`config.mk`:
```
export PLATFORM = sky130hd
export DESIGN_NAME = capacitive_touch_key_detector
export DESIGN_NICKNAME = d
export VERILOG_FILES = /design/src/design/ctkd_pkg.sv /design/src/design/capacitive_touch_key_detector.sv /design/src/design/ctkd_front.sv /design/src/design/ctkd_evq.sv /design/src/design/ctkd_back.sv
export VERILOG_INCLUDE_DIRS = /design/src /design/src/design
export SDC_FILE = /design/constraint.sdc
export NUM_CORES = 1
export LEC_CHECK = 0
export ABC_AREA = 1
export BUFFER_PORTS_ARGS = -buffer_cell sky130_fd_sc_hd__buf_2
export CORE_MARGIN = 8
export CORE_UTILIZATION = 35
export DETAILED_ROUTE_END_ITERATION = 10
export HOLD_SLACK_MARGIN = 0.03
export PLACE_DENSITY = 0.5
export SETUP_SLACK_MARGIN = 0.4
export SYNTH_ARGS = -nofsm -noshare
export SYNTH_HDL_FRONTEND = slang
export SYNTH_SLANG_ARGS = --single-unit
```
`constraint.sdc`:
```
create_clock -name clk_i -period 8.3 [get_ports clk_i]
set_clock_uncertainty 0.2 [all_clocks]
set_input_delay 0.415 -clock clk_i [delete_from_list [all_inputs] [get_ports clk_i]]
set_output_delay 0.415 -clock clk_i [all_outputs]
set_load 0.01 [all_outputs]
```
`src/design/assert_macros.svh`:
```
// assertion macros shared by the touch key detector modules
// needs clk_i and rst_ni in the scope of each use
`ifndef ASSERT_MACROS_SVH
`define ASSERT_MACROS_SVH

// property must hold at every clock edge outside reset
`define CTKD_ASSERT(label, prop, msg) \
  label: assert property (@(posedge clk_i) disable iff (!rst_ni) (prop)) else $error(msg);

// condition must never be seen outside reset
`define CTKD_NEVER(label, cond, msg) \
  label: assert property (@(posedge clk_i) disable iff (!rst_ni) !(cond)) else $error(msg);

`endif

```
`src/design/ctkd_pkg.sv`:
```
// types, constants and codes of the touch key detector
// no dependencies
`timescale 1ns / 1ps
`default_nettype none
package ctkd_pkg;

  localparam int DATA_W      = 16;
  localparam int SUM_W       = 20;
  localparam int GRP_W       = 3;
  localparam int HOLD_W      = 3;
  localparam int CFG_IDX_W   = 2;
  localparam int CAL_SAMPLES = 10;
  localparam int CAL_CNT_W   = 4;
  localparam int CAL_LAST    = CAL_SAMPLES - 1;
  localparam int MID_DIV     = CAL_SAMPLES - 4;
  localparam int DIV_SHIFT   = 24;
  localparam int RECIP_W     = DIV_SHIFT + 1;
  localparam int DIV_RECIP   = ((1 << DIV_SHIFT) + MID_DIV - 1) / MID_DIV;
  localparam int PROD_W      = SUM_W + RECIP_W;
  localparam int EV_DEPTH    = 4;
  localparam int EV_PTR_W    = 2;
  localparam int EV_CNT_W    = 3;

  localparam logic [DATA_W-1:0] FAIL_LIMIT  = 16'd32767;
  localparam logic [DATA_W-1:0] LOW_INIT    = 16'hFFFF;
  localparam logic [DATA_W-1:0] MARGIN_RST  = 16'd100;
  localparam logic [HOLD_W-1:0] HOLDOFF_RST = 3'd3;
  localparam logic [GRP_W-1:0]  NORMAL_RST  = 3'd3;
  localparam logic [GRP_W-1:0]  REPEAT_RST  = 3'd6;

  localparam logic OP_CAL    = 1'b0;
  localparam logic OP_SCAN   = 1'b1;
  localparam logic KIND_CAL  = 1'b0;
  localparam logic KIND_SCAN = 1'b1;

  typedef enum logic [CFG_IDX_W-1:0] {
    REG_GATE_MARGIN   = 2'd0,
    REG_HOLDOFF_SCANS = 2'd1,
    REG_NORMAL_SIZE   = 2'd2,
    REG_REPEAT_SIZE   = 2'd3
  } cfg_reg_e;

  typedef struct packed {
    logic              op;
    logic [DATA_W-1:0] charge_time;
    logic              repeat_mode;
  } ctkd_in_t;

  typedef struct packed {
    logic              kind;
    logic              pressed;
    logic [DATA_W-1:0] baseline_out;
    logic              cal_fail;
  } ctkd_out_t;

  typedef struct packed {
    logic [DATA_W-1:0] gate_margin;
    logic [HOLD_W-1:0] holdoff_scans;
    logic [GRP_W-1:0]  normal_group_size;
    logic [GRP_W-1:0]  repeat_group_size;
  } ctkd_cfg_t;

  // one finished batch or group on its way to the back end
  typedef struct packed {
    logic              kind;
    logic [SUM_W-1:0]  cal_sum;
    logic [DATA_W-1:0] low0;
    logic [DATA_W-1:0] low1;
    logic [DATA_W-1:0] high0;
    logic [DATA_W-1:0] high1;
    logic [DATA_W-1:0] grp_max;
    logic              grp_repeat;
  } ctkd_ev_t;

endpackage
`default_nettype wire

```
`src/design/capacitive_touch_key_detector.sv`:
```
// Capacitive touch key detector, top level.
// Channels: samples enter on in_valid_i / in_ready_i with payload in_i
// (op, charge_time, repeat_mode); results leave on out_valid_o / out_ready_i
// with payload out_o (kind, pressed, baseline_out, cal_fail). A transaction
// is one item. Configuration is a plain write port: cfg_we_i, cfg_idx_i,
// cfg_data_i, taken on any edge with cfg_we_i high, no read-back.
// Throughput: one sample per cycle while the event queue is not full. The
// front end updates running sums, extremes and group maxima in the accepting
// cycle and hands each finished batch or group to a four-entry event queue.
// Path: a scan result goes from the event queue to the output register; a
// calibration result, pushed with its tenth sample, goes through the back-end
// steps subtract, reciprocal multiply and finish, each of them registered.
// Only one result per batch or group is produced; partial ones produce none.
// Reset: baseline 0, hold-off clear, accumulators empty, config registers at
// margin 100, hold-off 3, group sizes 3 and 6.
// Stall: the output register holds its result until taken; the queue absorbs
// up to four events, after which in_ready_o falls until space frees up.
// depends on ctkd_pkg, ctkd_front, ctkd_evq, ctkd_back
`timescale 1ns / 1ps
`default_nettype none
module capacitive_touch_key_detector import ctkd_pkg::*; (
  input  wire logic                 clk_i,
  input  wire logic                 rst_ni,
  input  wire logic                 in_valid_i,
  output logic                      in_ready_o,
  input  wire ctkd_in_t             in_i,
  output logic                      out_valid_o,
  input  wire logic                 out_ready_i,
  output ctkd_out_t                 out_o,
  input  wire logic                 cfg_we_i,
  input  wire logic [CFG_IDX_W-1:0] cfg_idx_i,
  input  wire logic [DATA_W-1:0]    cfg_data_i
);

  ctkd_cfg_t cfg_q, cfg_d;
  logic      accept;
  logic      push, pop, full, ev_valid;
  ctkd_ev_t  ev_push, ev_head;

  assign in_ready_o = !full;
  assign accept     = in_valid_i && !full;

  always_comb begin
    cfg_d = cfg_q;
    if (cfg_we_i) begin
      unique case (cfg_reg_e'(cfg_idx_i))
        REG_GATE_MARGIN:   cfg_d.gate_margin       = cfg_data_i;
        REG_HOLDOFF_SCANS: cfg_d.holdoff_scans     = cfg_data_i[HOLD_W-1:0];
        REG_NORMAL_SIZE:   cfg_d.normal_group_size = cfg_data_i[GRP_W-1:0];
        REG_REPEAT_SIZE:   cfg_d.repeat_group_size = cfg_data_i[GRP_W-1:0];
        default:           cfg_d = cfg_q;
      endcase
    end
  end

  always_ff @(posedge clk_i or negedge rst_ni) begin
    if (!rst_ni) begin
      cfg_q.gate_margin       <= MARGIN_RST;
      cfg_q.holdoff_scans     <= HOLDOFF_RST;
      cfg_q.normal_group_size <= NORMAL_RST;
      cfg_q.repeat_group_size <= REPEAT_RST;
    end else begin
      cfg_q <= cfg_d;
    end
  end

  ctkd_front u_front (
    .clk_i    (clk_i),
    .rst_ni   (rst_ni),
    .accept_i (accept),
    .in_i     (in_i),
    .cfg_i    (cfg_q),
    .push_o   (push),
    .ev_o     (ev_push)
  );

  ctkd_evq u_evq (
    .clk_i   (clk_i),
    .rst_ni  (rst_ni),
    .push_i  (push),
    .ev_i    (ev_push),
    .pop_i   (pop),
    .full_o  (full),
    .valid_o (ev_valid),
    .ev_o    (ev_head)
  );

  ctkd_back u_back (
    .clk_i       (clk_i),
    .rst_ni      (rst_ni),
    .cfg_i       (cfg_q),
    .ev_valid_i  (ev_valid),
    .ev_i        (ev_head),
    .pop_o       (pop),
    .out_valid_o (out_valid_o),
    .out_ready_i (out_ready_i),
    .out_o       (out_o)
  );

endmodule
`default_nettype wire

```
`src/design/ctkd_front.sv`:
```
// front end: accepts samples, keeps calibration and scan accumulators
// emits one event per finished batch or group; uses ctkd_pkg
`timescale 1ns / 1ps
`default_nettype none
module ctkd_front import ctkd_pkg::*; (
  input  wire logic      clk_i,
  input  wire logic      rst_ni,
  input  wire logic      accept_i,
  input  wire ctkd_in_t  in_i,
  input  wire ctkd_cfg_t cfg_i,
  output logic           push_o,
  output ctkd_ev_t       ev_o
);

  logic [CAL_CNT_W-1:0] cal_count_q, cal_count_d;
  logic [SUM_W-1:0]     cal_sum_q, cal_sum_d;
  logic [DATA_W-1:0]    low0_q, low0_d, low1_q, low1_d;
  logic [DATA_W-1:0]    high0_q, high0_d, high1_q, high1_d;
  logic [GRP_W-1:0]     scan_count_q, scan_count_d;
  logic [DATA_W-1:0]    scan_max_q, scan_max_d;
  logic                 grp_repeat_q, grp_repeat_d;

  always_comb begin
    logic [DATA_W-1:0] v;
    logic [DATA_W-1:0] nl0, nl1, nh0, nh1, mx0, mx;
    logic [SUM_W-1:0]  sum_n;
    logic              rep;
    logic [GRP_W-1:0]  size;
    v            = in_i.charge_time;
    cal_count_d  = cal_count_q;
    cal_sum_d    = cal_sum_q;
    low0_d       = low0_q;
    low1_d       = low1_q;
    high0_d      = high0_q;
    high1_d      = high1_q;
    scan_count_d = scan_count_q;
    scan_max_d   = scan_max_q;
    grp_repeat_d = grp_repeat_q;
    push_o       = 1'b0;
    ev_o         = '0;

    nl0 = low0_q;
    nl1 = low1_q;
    if (v < low0_q) begin
      nl1 = low0_q;
      nl0 = v;
    end else if (v < low1_q) begin
      nl1 = v;
    end
    nh0 = high0_q;
    nh1 = high1_q;
    if (v > high0_q) begin
      nh1 = high0_q;
      nh0 = v;
    end else if (v > high1_q) begin
      nh1 = v;
    end
    sum_n = cal_sum_q + SUM_W'(v);

    rep  = (scan_count_q == '0) ? in_i.repeat_mode : grp_repeat_q;
    mx0  = (scan_count_q == '0) ? '0 : scan_max_q;
    mx   = (v > mx0) ? v : mx0;
    size = rep ? cfg_i.repeat_group_size : cfg_i.normal_group_size;
    if (size == '0) begin
      size = GRP_W'(1);
    end

    ev_o.cal_sum    = sum_n;
    ev_o.low0       = nl0;
    ev_o.low1       = nl1;
    ev_o.high0      = nh0;
    ev_o.high1      = nh1;
    ev_o.grp_max    = mx;
    ev_o.grp_repeat = rep;

    if (accept_i) begin
      if (in_i.op == OP_CAL) begin
        ev_o.kind = KIND_CAL;
        if (cal_count_q >= CAL_CNT_W'(CAL_LAST)) begin
          push_o      = 1'b1;
          cal_count_d = '0;
          cal_sum_d   = '0;
          low0_d      = LOW_INIT;
          low1_d      = LOW_INIT;
          high0_d     = '0;
          high1_d     = '0;
        end else begin
          cal_count_d = cal_count_q + CAL_CNT_W'(1);
          cal_sum_d   = sum_n;
          low0_d      = nl0;
          low1_d      = nl1;
          high0_d     = nh0;
          high1_d     = nh1;
        end
      end else begin
        ev_o.kind    = KIND_SCAN;
        scan_max_d   = mx;
        grp_repeat_d = rep;
        if ({1'b0, scan_count_q} + 4'd1 < {1'b0, size}) begin
          scan_count_d = scan_count_q + GRP_W'(1);
        end else begin
          scan_count_d = '0;
          push_o       = 1'b1;
        end
      end
    end
  end

  always_ff @(posedge clk_i or negedge rst_ni) begin
    if (!rst_ni) begin
      cal_count_q  <= '0;
      cal_sum_q    <= '0;
      low0_q       <= LOW_INIT;
      low1_q       <= LOW_INIT;
      high0_q      <= '0;
      high1_q      <= '0;
      scan_count_q <= '0;
      scan_max_q   <= '0;
      grp_repeat_q <= 1'b0;
    end else begin
      cal_count_q  <= cal_count_d;
      cal_sum_q    <= cal_sum_d;
      low0_q       <= low0_d;
      low1_q       <= low1_d;
      high0_q      <= high0_d;
      high1_q      <= high1_d;
      scan_count_q <= scan_count_d;
      scan_max_q   <= scan_max_d;
      grp_repeat_q <= grp_repeat_d;
    end
  end

endmodule
`default_nettype wire

```
`src/design/ctkd_evq.sv`:
```
// event queue between front and back end
// uses ctkd_pkg and assert_macros.svh
`timescale 1ns / 1ps
`default_nettype none
`include "assert_macros.svh"
module ctkd_evq import ctkd_pkg::*; (
  input  wire logic     clk_i,
  input  wire logic     rst_ni,
  input  wire logic     push_i,
  input  wire ctkd_ev_t ev_i,
  input  wire logic     pop_i,
  output logic          full_o,
  output logic          valid_o,
  output ctkd_ev_t      ev_o
);

  ctkd_ev_t             slot_q [EV_DEPTH];
  logic [EV_PTR_W-1:0]  wr_q, wr_d, rd_q, rd_d;
  logic [EV_CNT_W-1:0]  cnt_q, cnt_d;

  assign full_o  = (cnt_q == EV_CNT_W'(EV_DEPTH));
  assign valid_o = (cnt_q != '0);
  assign ev_o    = slot_q[rd_q];

  always_comb begin
    wr_d  = push_i ? wr_q + EV_PTR_W'(1) : wr_q;
    rd_d  = pop_i ? rd_q + EV_PTR_W'(1) : rd_q;
    cnt_d = cnt_q + EV_CNT_W'(push_i) - EV_CNT_W'(pop_i);
  end

  always_ff @(posedge clk_i) begin
    if (push_i) begin
      slot_q[wr_q] <= ev_i;
    end
  end

  always_ff @(posedge clk_i or negedge rst_ni) begin
    if (!rst_ni) begin
      wr_q  <= '0;
      rd_q  <= '0;
      cnt_q <= '0;
    end else begin
      wr_q  <= wr_d;
      rd_q  <= rd_d;
      cnt_q <= cnt_d;
    end
  end

  `CTKD_NEVER(a_no_push_full, push_i && full_o, "event pushed into full queue")
  `CTKD_NEVER(a_no_pop_empty, pop_i && !valid_o, "event popped from empty queue")
  `CTKD_ASSERT(a_cnt_range, cnt_q <= EV_CNT_W'(EV_DEPTH), "queue fill count out of range")

endmodule
`default_nettype wire

```
`src/design/ctkd_back.sv`:
```
// back end: baseline division, touch decision, hold-off and output register
// uses ctkd_pkg and assert_macros.svh
`timescale 1ns / 1ps
`default_nettype none
`include "assert_macros.svh"
module ctkd_back import ctkd_pkg::*; (
  input  wire logic      clk_i,
  input  wire logic      rst_ni,
  input  wire ctkd_cfg_t cfg_i,
  input  wire logic      ev_valid_i,
  input  wire ctkd_ev_t  ev_i,
  output logic           pop_o,
  output logic           out_valid_o,
  input  wire logic      out_ready_i,
  output ctkd_out_t      out_o
);

  typedef enum logic [2:0] {
    B_IDLE = 3'b001,
    B_MUL  = 3'b010,
    B_FIN  = 3'b100
  } back_state_e;

  back_state_e       state_q, state_d;
  logic [SUM_W-1:0]  mid_q, mid_d;
  logic [PROD_W-1:0] prod_q, prod_d;
  logic [DATA_W-1:0] baseline_q, baseline_d;
  logic [HOLD_W-1:0] holdoff_q, holdoff_d;
  logic              out_valid_q, out_valid_d;
  ctkd_out_t         out_q, out_d;

  assign out_valid_o = out_valid_q;
  assign out_o       = out_q;

  always_comb begin
    logic              slot_free;
    logic [DATA_W-1:0] quot;
    logic [DATA_W:0]   upper;
    logic [SUM_W-1:0]  tenfold;
    logic              touch;
    logic [HOLD_W-1:0] h;
    slot_free   = !out_valid_q || out_ready_i;
    state_d     = state_q;
    mid_d       = mid_q;
    prod_d      = prod_q;
    baseline_d  = baseline_q;
    holdoff_d   = holdoff_q;
    out_d       = out_q;
    out_valid_d = out_valid_q && !out_ready_i;
    pop_o       = 1'b0;
    quot        = prod_q[DIV_SHIFT +: DATA_W];
    upper       = {1'b0, baseline_q} + {1'b0, cfg_i.gate_margin};
    tenfold     = (SUM_W'(baseline_q) << 3) + (SUM_W'(baseline_q) << 1);
    touch       = ({1'b0, ev_i.grp_max} > upper) && (SUM_W'(ev_i.grp_max) < tenfold);
    h           = ev_i.grp_repeat ? '0 : holdoff_q;

    unique case (state_q)
      B_IDLE: begin
        if (ev_valid_i) begin
          if (ev_i.kind == KIND_CAL) begin
            pop_o   = 1'b1;
            mid_d   = ev_i.cal_sum - SUM_W'(ev_i.low0) - SUM_W'(ev_i.low1)
                      - SUM_W'(ev_i.high0) - SUM_W'(ev_i.high1);
            state_d = B_MUL;
          end else if (slot_free) begin
            pop_o = 1'b1;
            out_d.kind         = KIND_SCAN;
            out_d.pressed      = touch && (h == '0);
            out_d.baseline_out = baseline_q;
            out_d.cal_fail     = 1'b0;
            out_valid_d        = 1'b1;
            if (touch) begin
              h = cfg_i.holdoff_scans;
            end
            holdoff_d = (h != '0) ? h - HOLD_W'(1) : h;
          end
        end
      end
      B_MUL: begin
        prod_d  = {{RECIP_W{1'b0}}, mid_q} * {{SUM_W{1'b0}}, RECIP_W'(DIV_RECIP)};
        state_d = B_FIN;
      end
      B_FIN: begin
        if (slot_free) begin
          baseline_d         = quot;
          out_d.kind         = KIND_CAL;
          out_d.pressed      = 1'b0;
          out_d.baseline_out = quot;
          out_d.cal_fail     = (quot > FAIL_LIMIT);
          out_valid_d        = 1'b1;
          state_d            = B_IDLE;
        end
      end
      default: state_d = B_IDLE;
    endcase
  end

  always_ff @(posedge clk_i) begin
    mid_q  <= mid_d;
    prod_q <= prod_d;
    out_q  <= out_d;
  end

  always_ff @(posedge clk_i or negedge rst_ni) begin
    if (!rst_ni) begin
      state_q     <= B_IDLE;
      baseline_q  <= '0;
      holdoff_q   <= '0;
      out_valid_q <= 1'b0;
    end else begin
      state_q     <= state_d;
      baseline_q  <= baseline_d;
      holdoff_q   <= holdoff_d;
      out_valid_q <= out_valid_d;
    end
  end

  `CTKD_ASSERT(a_mul_to_fin, (state_q == B_MUL) |=> (state_q == B_FIN), "multiply step not followed by finish")
  `CTKD_NEVER(a_pop_busy, pop_o && (state_q != B_IDLE), "event taken while division in flight")

endmodule
`default_nettype wire

```
==> impl_metrics.json, run 1 <==
{
  "hold_violations": 0,
  "die_h_um": 346,
  "worst_pin_slew_ns": 1.03,
  "clk_latency_ns": 0.64,
  "grt-ovfl-total": 0,
  "synth_nets": 4318,
  "avgSynthCellArea_um2": 10.1,
  "place_congestion": 0.808,
  "maxCapViolCount": 0,
  "syn-instance-count": 3766,
  "slowest_delay_ns": 0.60,
  "crit_path_start_kind": "flip-flop",
  "synth_seq_cells": 626,
  "yosysSeqAreaShare": 0.472,
  "hold_depth": 5,
  "cts_setup_buffers": 0,
  "grtUsageTotal": 0.160,
  "vias_per_cell": 4.91,
  "initial_core_util": 0.352,
  "worstSetupPathType": "reg2reg",
  "cp.depth": 23,
  "wire_per_inst_um": 18.2,
  "crit_arrival_ns": 6.47,
  "grt_start_max_net_pins": 153,
  "reg2reg_depth": 23,
  "synth.most_common_cell": "nand2_1",
  "routed_wl_um": 96500,
  "cts_tree": "yes",
  "synthesis.area_mm2": 0.0382,
  "core_area_mm2": 0.109,
  "slew_violations": 0,
  "post-route-cell-area_mm2": 0.0428,
  "crit_family": "adder cells",
  "cp.buffers_inverters": 7,
  "startpoint": "u_back.mid_q[7]",
  "vias": 26100,
  "drc": 0,
  "io_buffers": 61,
  "max-clock-path-buffers": 3,
  "cp_max_fo": 3,
  "hpwl_um": 66600,
  "pin_count": 62,
  "yosysTopAreaCell": "edfxtp_1",
  "clock.fmax_mhz": 159,
  "yosysWarnings": 0,
  "seq_area_mm2": 0.0180,
  "r2r_start": "u_back.mid_q[7]",
  "reg2reg_to": "u_back.prod_q[36]",
  "hold_path.startpoint": "in_i[1]",
  "antenna_found_initial": 0,
  "holdCritPathClass": "in2reg",
  "setup_viol": 0,
  "status": "complete, no violations",
  "cts_made_buffers": 74,
  "cts_root_buffer": "clkbuf_16",
  "ant_nets": 0,
  "drive_gt1_frac": 0.0796,
  "grt_pass1_vias": 26700,
  "place_area_mm2": 0.0401,
  "rows": 121,
  "end_kind": "flip-flop",
  "pre_cts_slack_ns": 1.95,
  "rsz0062_at_grt": "no",
  "rrSetupSlack_ns": 2.01,
  "synthTopCellsByArea": "edfxtp_1, ha_1, fa_1",
  "whs_endpoint": "u_front.high1_q[0]",
  "min_period_ns": 6.29,
  "cts_max_level": 3,
  "clock_sinks": 626,
  "worstPathCellList": "ha_1 > inv_1 > fa_1 > inv_1 > fa_1 > inv_1 > fa_1 > inv_1 > fa_1 > inv_1 > fa_1 > inv_1 > fa_1 > ha_1 > a21oi_1 > inv_1 > a21oi_1 > o21ai_0 > a21oi_1 > nand2_1 > a21oi_1 > o21ai_0 > xor2_1",
  "die_x_um": 346,
  "crit_top_cell": "inv_1",
  "synthArstFlopShare": 0.260,
  "nFillCells": 10500,
  "drt_iter0_markers": 1525,
  "tns_ns": 0,
  "cpMaxStageDelayCell": "fa_1",
  "area_delta_synth_final_pct": 12.2,
  "grt_pass1_wl_um": 153000,
  "multiInputGateArea_mm2": 0.0177,
  "path_clk_slew_ns": 0.06,
  "max-slew-margin-rel": 0.313,
  "synth_top_area_frac": 0.364,
  "synth_cell_types": 60,
  "ys.flop_type": "edfxtp_1",
  "synth_common_cells": "nand2_1, inv_1, edfxtp_1",
  "synth_edf_count": 463,
  "dieArea_mm2": 0.120,
  "fin_ws_ns": 2.01,
  "period_share": 0.758,
  "firstDrtPassIters": 5,
  "crit_required_ns": 8.47,
  "fin_nets": 4387
}
==> worst min-delay path, cell delays in order <==
cell,delay [ns]
buf_2,0.18
nand3_1,0.11
nand3_1,0.09
nand3_1,0.07
nand2_1,0.04
==> layout make-up <==
class,instances,area share
flip-flops and latches,626,0.421
multi-input cells,2499,0.414
clock buffers,97,0.0469
inverters,526,0.0464
well taps,1414,0.0413
repair buffers,108,0.0191
clock inverters,39,0.0114
diodes,1,0.0000584
==> what timing repair did <==
action                                 in CTS  in global routing
endpoints found under the hold margin      95                  0
gates resized for setup                     0                  0
hold buffers                               25                  0
==> flip-flops by register name, summed over array words and instances, names as in the netlist, 3 cells and up <==
register / cells
u_evq.slot_q: 408
cfg_q: 25
u_back.mid_q: 20
u_front.cal_sum_q: 20
u_back.out_o: 19
u_back.baseline_q: 16
u_back.prod_q: 16
u_front.high0_q: 16
u_front.high1_q: 16
u_front.low0_q: 16
u_front.low1_q: 16
u_front.scan_max_q: 16
u_front.cal_count_q: 4
u_back.holdoff_q: 3
u_back.state_q: 3
u_evq.cnt_q: 3
u_front.scan_count_q: 3
==> logic make-up (layout without fill, tap and decap cells) <==
kind of cell,count (synthesis),count (layout),synth area share
adders and majority gates,511,511,0.200
buffers and inverters,641,770,0.0649
AOI/OAI and AO/OA,681,681,0.107
muxes,13,13,0.00383
xor gates and xnor gates,85,85,0.0197
and+or+nand+nor,1209,1209,0.132
other,0,1,0
DFF,626,626,0.472
==> how the worst max path moves through the flow <==
stage | to | slack (ns)
floorplan | u_evq.slot_q[0][0] | 1.52
global placement | u_back.prod_q[38] | 1.98
detailed placement | u_back.prod_q[36] | 1.95
CTS | u_back.prod_q[36] | 1.97
global route | u_back.prod_q[38] | 1.61
finish | u_back.prod_q[36] | 2.01
==> placed cells by master, fill, tap and decap left out, types with 8 or more instances in the layout <==
cell and instances:
nand2_1 797, inv_1 512, edfxtp_1 463, ha_1 343
a21oi_1 209, o21ai_0 205, fa_1 168, nor2_1 164
nand3_1 139, dfrtp_1 120, clkbuf_16 75, o22ai_1 71
a32o_1 61, buf_2 60, xor2_1 54, dfstp_2 42
o21ai_1 33, and2_1 33, xnor2_1 30, dlygate4sd3_1 25
o211ai_1 19, a31oi_1 18, clkbuf_1 17, nor3_1 16
nand4_1 15, buf_4 15, clkinv_1 14, mux2_2 13
nand2_2 10, inv_2 10, o21ai_2 9, a21o_1 9
a22o_1 9, bufinv_16 8, clkinv_2 8
==> through the flow <==
stage,hold WS (ns),cells,util
2_1_floorplan,-0.0806,3766,-
3_3_place_gp,0.261,5148,0.369
4_1_cts,0.0615,5309,0.395
5_1_grt,0.110,5309,0.395
3_5_place_dp,0.259,5148,0.369
6_report,0.108,5310,0.395
==> routing by layer <==
metal	up-vias	part of all wire	global-route usage
li1	12900	-	-
met1	12700	0.48	0.219
met2	360	0.47	0.269
met3	116	0.034	0.0210
met4	0	0.021	0.0387
met5	-	0	0
Power of run 1 is left out: the tool's default activity adds up to more than one toggle a clock period on the data nets, which glitch-free logic cannot reach.
==> run 2, diff against run 1 <==
--- a/config.mk
+++ b/config.mk
@@ -6,13 +6,13 @@
 export SDC_FILE = /design/constraint.sdc
 export NUM_CORES = 1
 export LEC_CHECK = 0
-export ABC_AREA = 1
+export ABC_AREA = 0
 export BUFFER_PORTS_ARGS = -buffer_cell sky130_fd_sc_hd__buf_2
 export CORE_MARGIN = 8
 export CORE_UTILIZATION = 35
 export DETAILED_ROUTE_END_ITERATION = 10
 export HOLD_SLACK_MARGIN = 0.03
-export PLACE_DENSITY = 0.5
+export PLACE_DENSITY = 0.52
 export SETUP_SLACK_MARGIN = 0.4
 export SYNTH_ARGS = -nofsm -noshare
 export SYNTH_HDL_FRONTEND = slang
==> constraint.sdc (replaced) <==
create_clock -name clk_i -period 5.6 [get_ports clk_i]
set_clock_uncertainty 0.2 [all_clocks]
set_input_delay 0.28 -clock clk_i [delete_from_list [all_inputs] [get_ports clk_i]]
set_output_delay 0.28 -clock clk_i [all_outputs]
set_load 0.01 [all_outputs]
==> run 2 against run 1 <==
  * The flow now finishes with violations (negative setup slack)
  * Cell count is 12% lower
  * Non-clock buffer count is 260 higher
  * Largest cell class is now multi-input combinational cells
  * Critical path type unchanged
  * Sequential cell count stayed put
==> impl_metrics.json, run 2 <==
{
  "status": "finished, violations left",
  "violations": "negative setup slack",
  "slowest_delay_ns": 0.58,
  "grt_pass1_vias": 25400,
  "maxCapViolCount": 0,
  "die_h_um": 341,
  "worst_pin_slew_ns": 1.15,
  "rows": 119,
  "synthesis.area_mm2": 0.0371,
  "grt_pass1_wl_um": 149000,
  "clock.fmax_mhz": 152,
  "drc": 0,
  "cts_max_level": 3,
  "fin_nets": 3753,
  "die_x_um": 341,
  "hold_violations": 0,
  "synth_edf_count": 463,
  "hpwl_um": 67700,
  "max-clock-path-buffers": 3,
  "largest_reg_flops": 408,
  "place_congestion": 0.841,
  "cpMaxStageDelayCell": "fa_2",
  "reg.largest.list": "u_evq.slot_q: 408 flops, cfg_q: 25 flops",
  "worstPathCellList": "ha_4 > inv_4 > fa_2 > inv_2 > fa_2 > buf_6 > fa_2 > fa_1 > inv_2 > fa_1 > inv_2 > fa_1 > ha_4 > nand4_1 > a21oi_2 > a211oi_2 > a311oi_2 > buf_4 > o41a_1 > a21oi_2 > o21ba_4 > o21ba_4 > o21ba_4 > xnor2_1",
  "clk_latency_ns": 0.64,
  "mostFrequentLayoutCells": "edfxtp_1, inv_1, ha_1, buf_4, nand2_1",
  "nFillCells": 9712,
  "core_area_mm2": 0.105,
  "io_buffers": 61,
  "crit_family": "adder cells",
  "pre_cts_slack_ns": -1.01,
  "holdCritPathClass": "in2async",
  "synth_seq_cells": 626,
  "ys.flop_type": "edfxtp_1",
  "ant_nets": 0,
  "crit_arrival_ns": 6.76,
  "synth_top_area_frac": 0.375,
  "yosysWarnings": 0,
  "yosysTopAreaCell": "edfxtp_1",
  "path_clk_slew_ns": 0.06,
  "min_period_ns": 6.59,
  "cts_tree": "yes",
  "fin_ws_ns": -0.986,
  "grtUsageTotal": 0.162,
  "drt_iter0_markers": 1510,
  "cts_root_buffer": "clkbuf_16",
  "wire_per_inst_um": 20.5,
  "area_delta_synth_final_pct": 21.3,
  "crit_required_ns": 5.77,
  "avgSynthCellArea_um2": 13.0,
  "yosysSeqAreaShare": 0.487,
  "slew_violations": 0,
  "initial_core_util": 0.353,
  "cp_max_fo": 3,
  "tns_ns": -12.09,
  "drive_gt1_frac": 0.252,
  "syn-instance-count": 2844,
  "top_register": "u_evq.slot_q",
  "setup_viol": 19,
  "routed_wl_um": 95700,
  "synth.most_common_cell": "edfxtp_1",
  "synthTopCellsByArea": "edfxtp_1, ha_1, fa_1",
  "firstDrtPassIters": 9,
  "clock_sinks": 626,
  "synth_nets": 3396,
  "end_kind": "flip-flop",
  "vias_per_cell": 5.14,
  "rsz0062_at_grt": "yes",
  "pin_count": 62,
  "synth_common_cells": "edfxtp_1, inv_1, ha_1",
  "cp.buffers_inverters": 6,
  "vias": 23900,
  "final_common_cell": "edfxtp_1",
  "synthArstFlopShare": 0.260,
  "cts_made_buffers": 72,
  "synth_cell_types": 90,
  "period_share": 1.18,
  "dieArea_mm2": 0.117,
  "grt_start_max_net_pins": 73,
  "antenna_found_initial": 5,
  "max-slew-margin-rel": 0.230,
  "worstSetupPathType": "reg2reg",
  "crit_path_start_kind": "flip-flop",
  "grt-ovfl-total": 0
}
run 2: cell count changes in the layout (fill, tap and decap cells not counted), moves of 69 or more:
cell,delta
nand2_1,-653
o21ai_0,-96
o22ai_1,-69
a21oi_1,-118
inv_1,-170
nand3_1,-107
mux4_2,+102
buf_4,+205
run 2: worst paths after layout:
kind | startpoint | to | slack, ns | cells past startpoint
min in group clk_i | in_i[17] | u_front.scan_count_q[0] | 0.07 | 4
worst max register to register | u_back.mid_q[5] | u_back.prod_q[34] | -0.99 | 24
worst min register to register | u_back.prod_q[36] | u_back.baseline_q[12] | 0.28 | 1
max in group asynchronous | rst_ni | u_front.scan_max_q[3] | 3.79 | 3
worst max-delay path | u_back.mid_q[5] | u_back.prod_q[34] | -0.99 | 24
worst min-delay path | rst_ni | u_front.high1_q[12] | 0.03 | 2
run 2: timing repair:
item                                   CTS  global route
endpoints found under the hold margin  145             0
pin swaps                               79            37
setup buffers                           33            14
gates resized for setup                111            38
setup endpoints to repair               28            27
cloned                                   6             0
hold buffers                            43             0
run 2: layout make-up:
cell class                 count  area [um2]  area share
clock inverter                35         447     0.00993
inverter                     372        1400      0.0311
sequential                   626       18000       0.401
clock buffer                  99        1980      0.0441
tap                         1391        1740      0.0387
multi-input combinational   1761       18200       0.404
timing repair buffer         368        3170      0.0705
antenna                        4        10.0    0.000223
run 2: worst register-to-register path, cell delays in order (launching register included):
cell and delay, ns:
edfxtp_1 0.43, ha_4 0.31, inv_4 0.04, fa_2 0.58, inv_2 0.06, fa_2 0.46, buf_6 0.14, fa_2 0.36
fa_1 0.56, inv_2 0.04, fa_1 0.51, inv_2 0.04, fa_1 0.48, ha_4 0.30, nand4_1 0.10, a21oi_2 0.13
a211oi_2 0.05, a311oi_2 0.40, buf_4 0.18, o41a_1 0.18, a21oi_2 0.08, o21ba_4 0.20, o21ba_4 0.20, o21ba_4 0.19
xnor2_1 0.12
run 2: routing by layer:
layer,vias up,global-route usage,routed length [um]
met1,12200,0.219,43300
met2,509,0.277,46600
met3,125,0.0211,3730
li1,11100,-,-
met5,-,0,0
met4,0,0.0408,2050
run 2: cells by family (layout without fill, tap and decap cells):
| group | count (synthesis) | count (layout) | share of synthesized area |
|---|---|---|---|
| other | 0 | 4 | 0 |
| adders and majority gates | 511 | 511 | 0.207 |
| AOI/OAI and AO/OA | 500 | 500 | 0.0920 |
| muxes | 200 | 200 | 0.0905 |
| DFF | 626 | 626 | 0.487 |
| buffers and inverters | 457 | 874 | 0.0468 |
| xor gates and xnor gates | 78 | 78 | 0.0184 |
| and+or+nand+nor | 472 | 472 | 0.0589 |
run 2: metrics by stage:
| stage | util | area, um2 | std cells | hold WS, ns |
|---|---|---|---|---|
| 6_report | 0.428 | 45000 | 4656 | 0.0257 |
| 3_5_place_dp | 0.389 | 40900 | 4422 | 0.177 |
| 4_1_cts | 0.425 | 44700 | 4638 | 0.0345 |
| 3_3_place_gp | 0.389 | 40900 | 4422 | 0.182 |
| 5_1_grt | 0.428 | 45000 | 4655 | 0.0825 |
| 2_1_floorplan | - | 37400 | 2844 | -0.216 |
Power of run 2 is left out for the same reason.
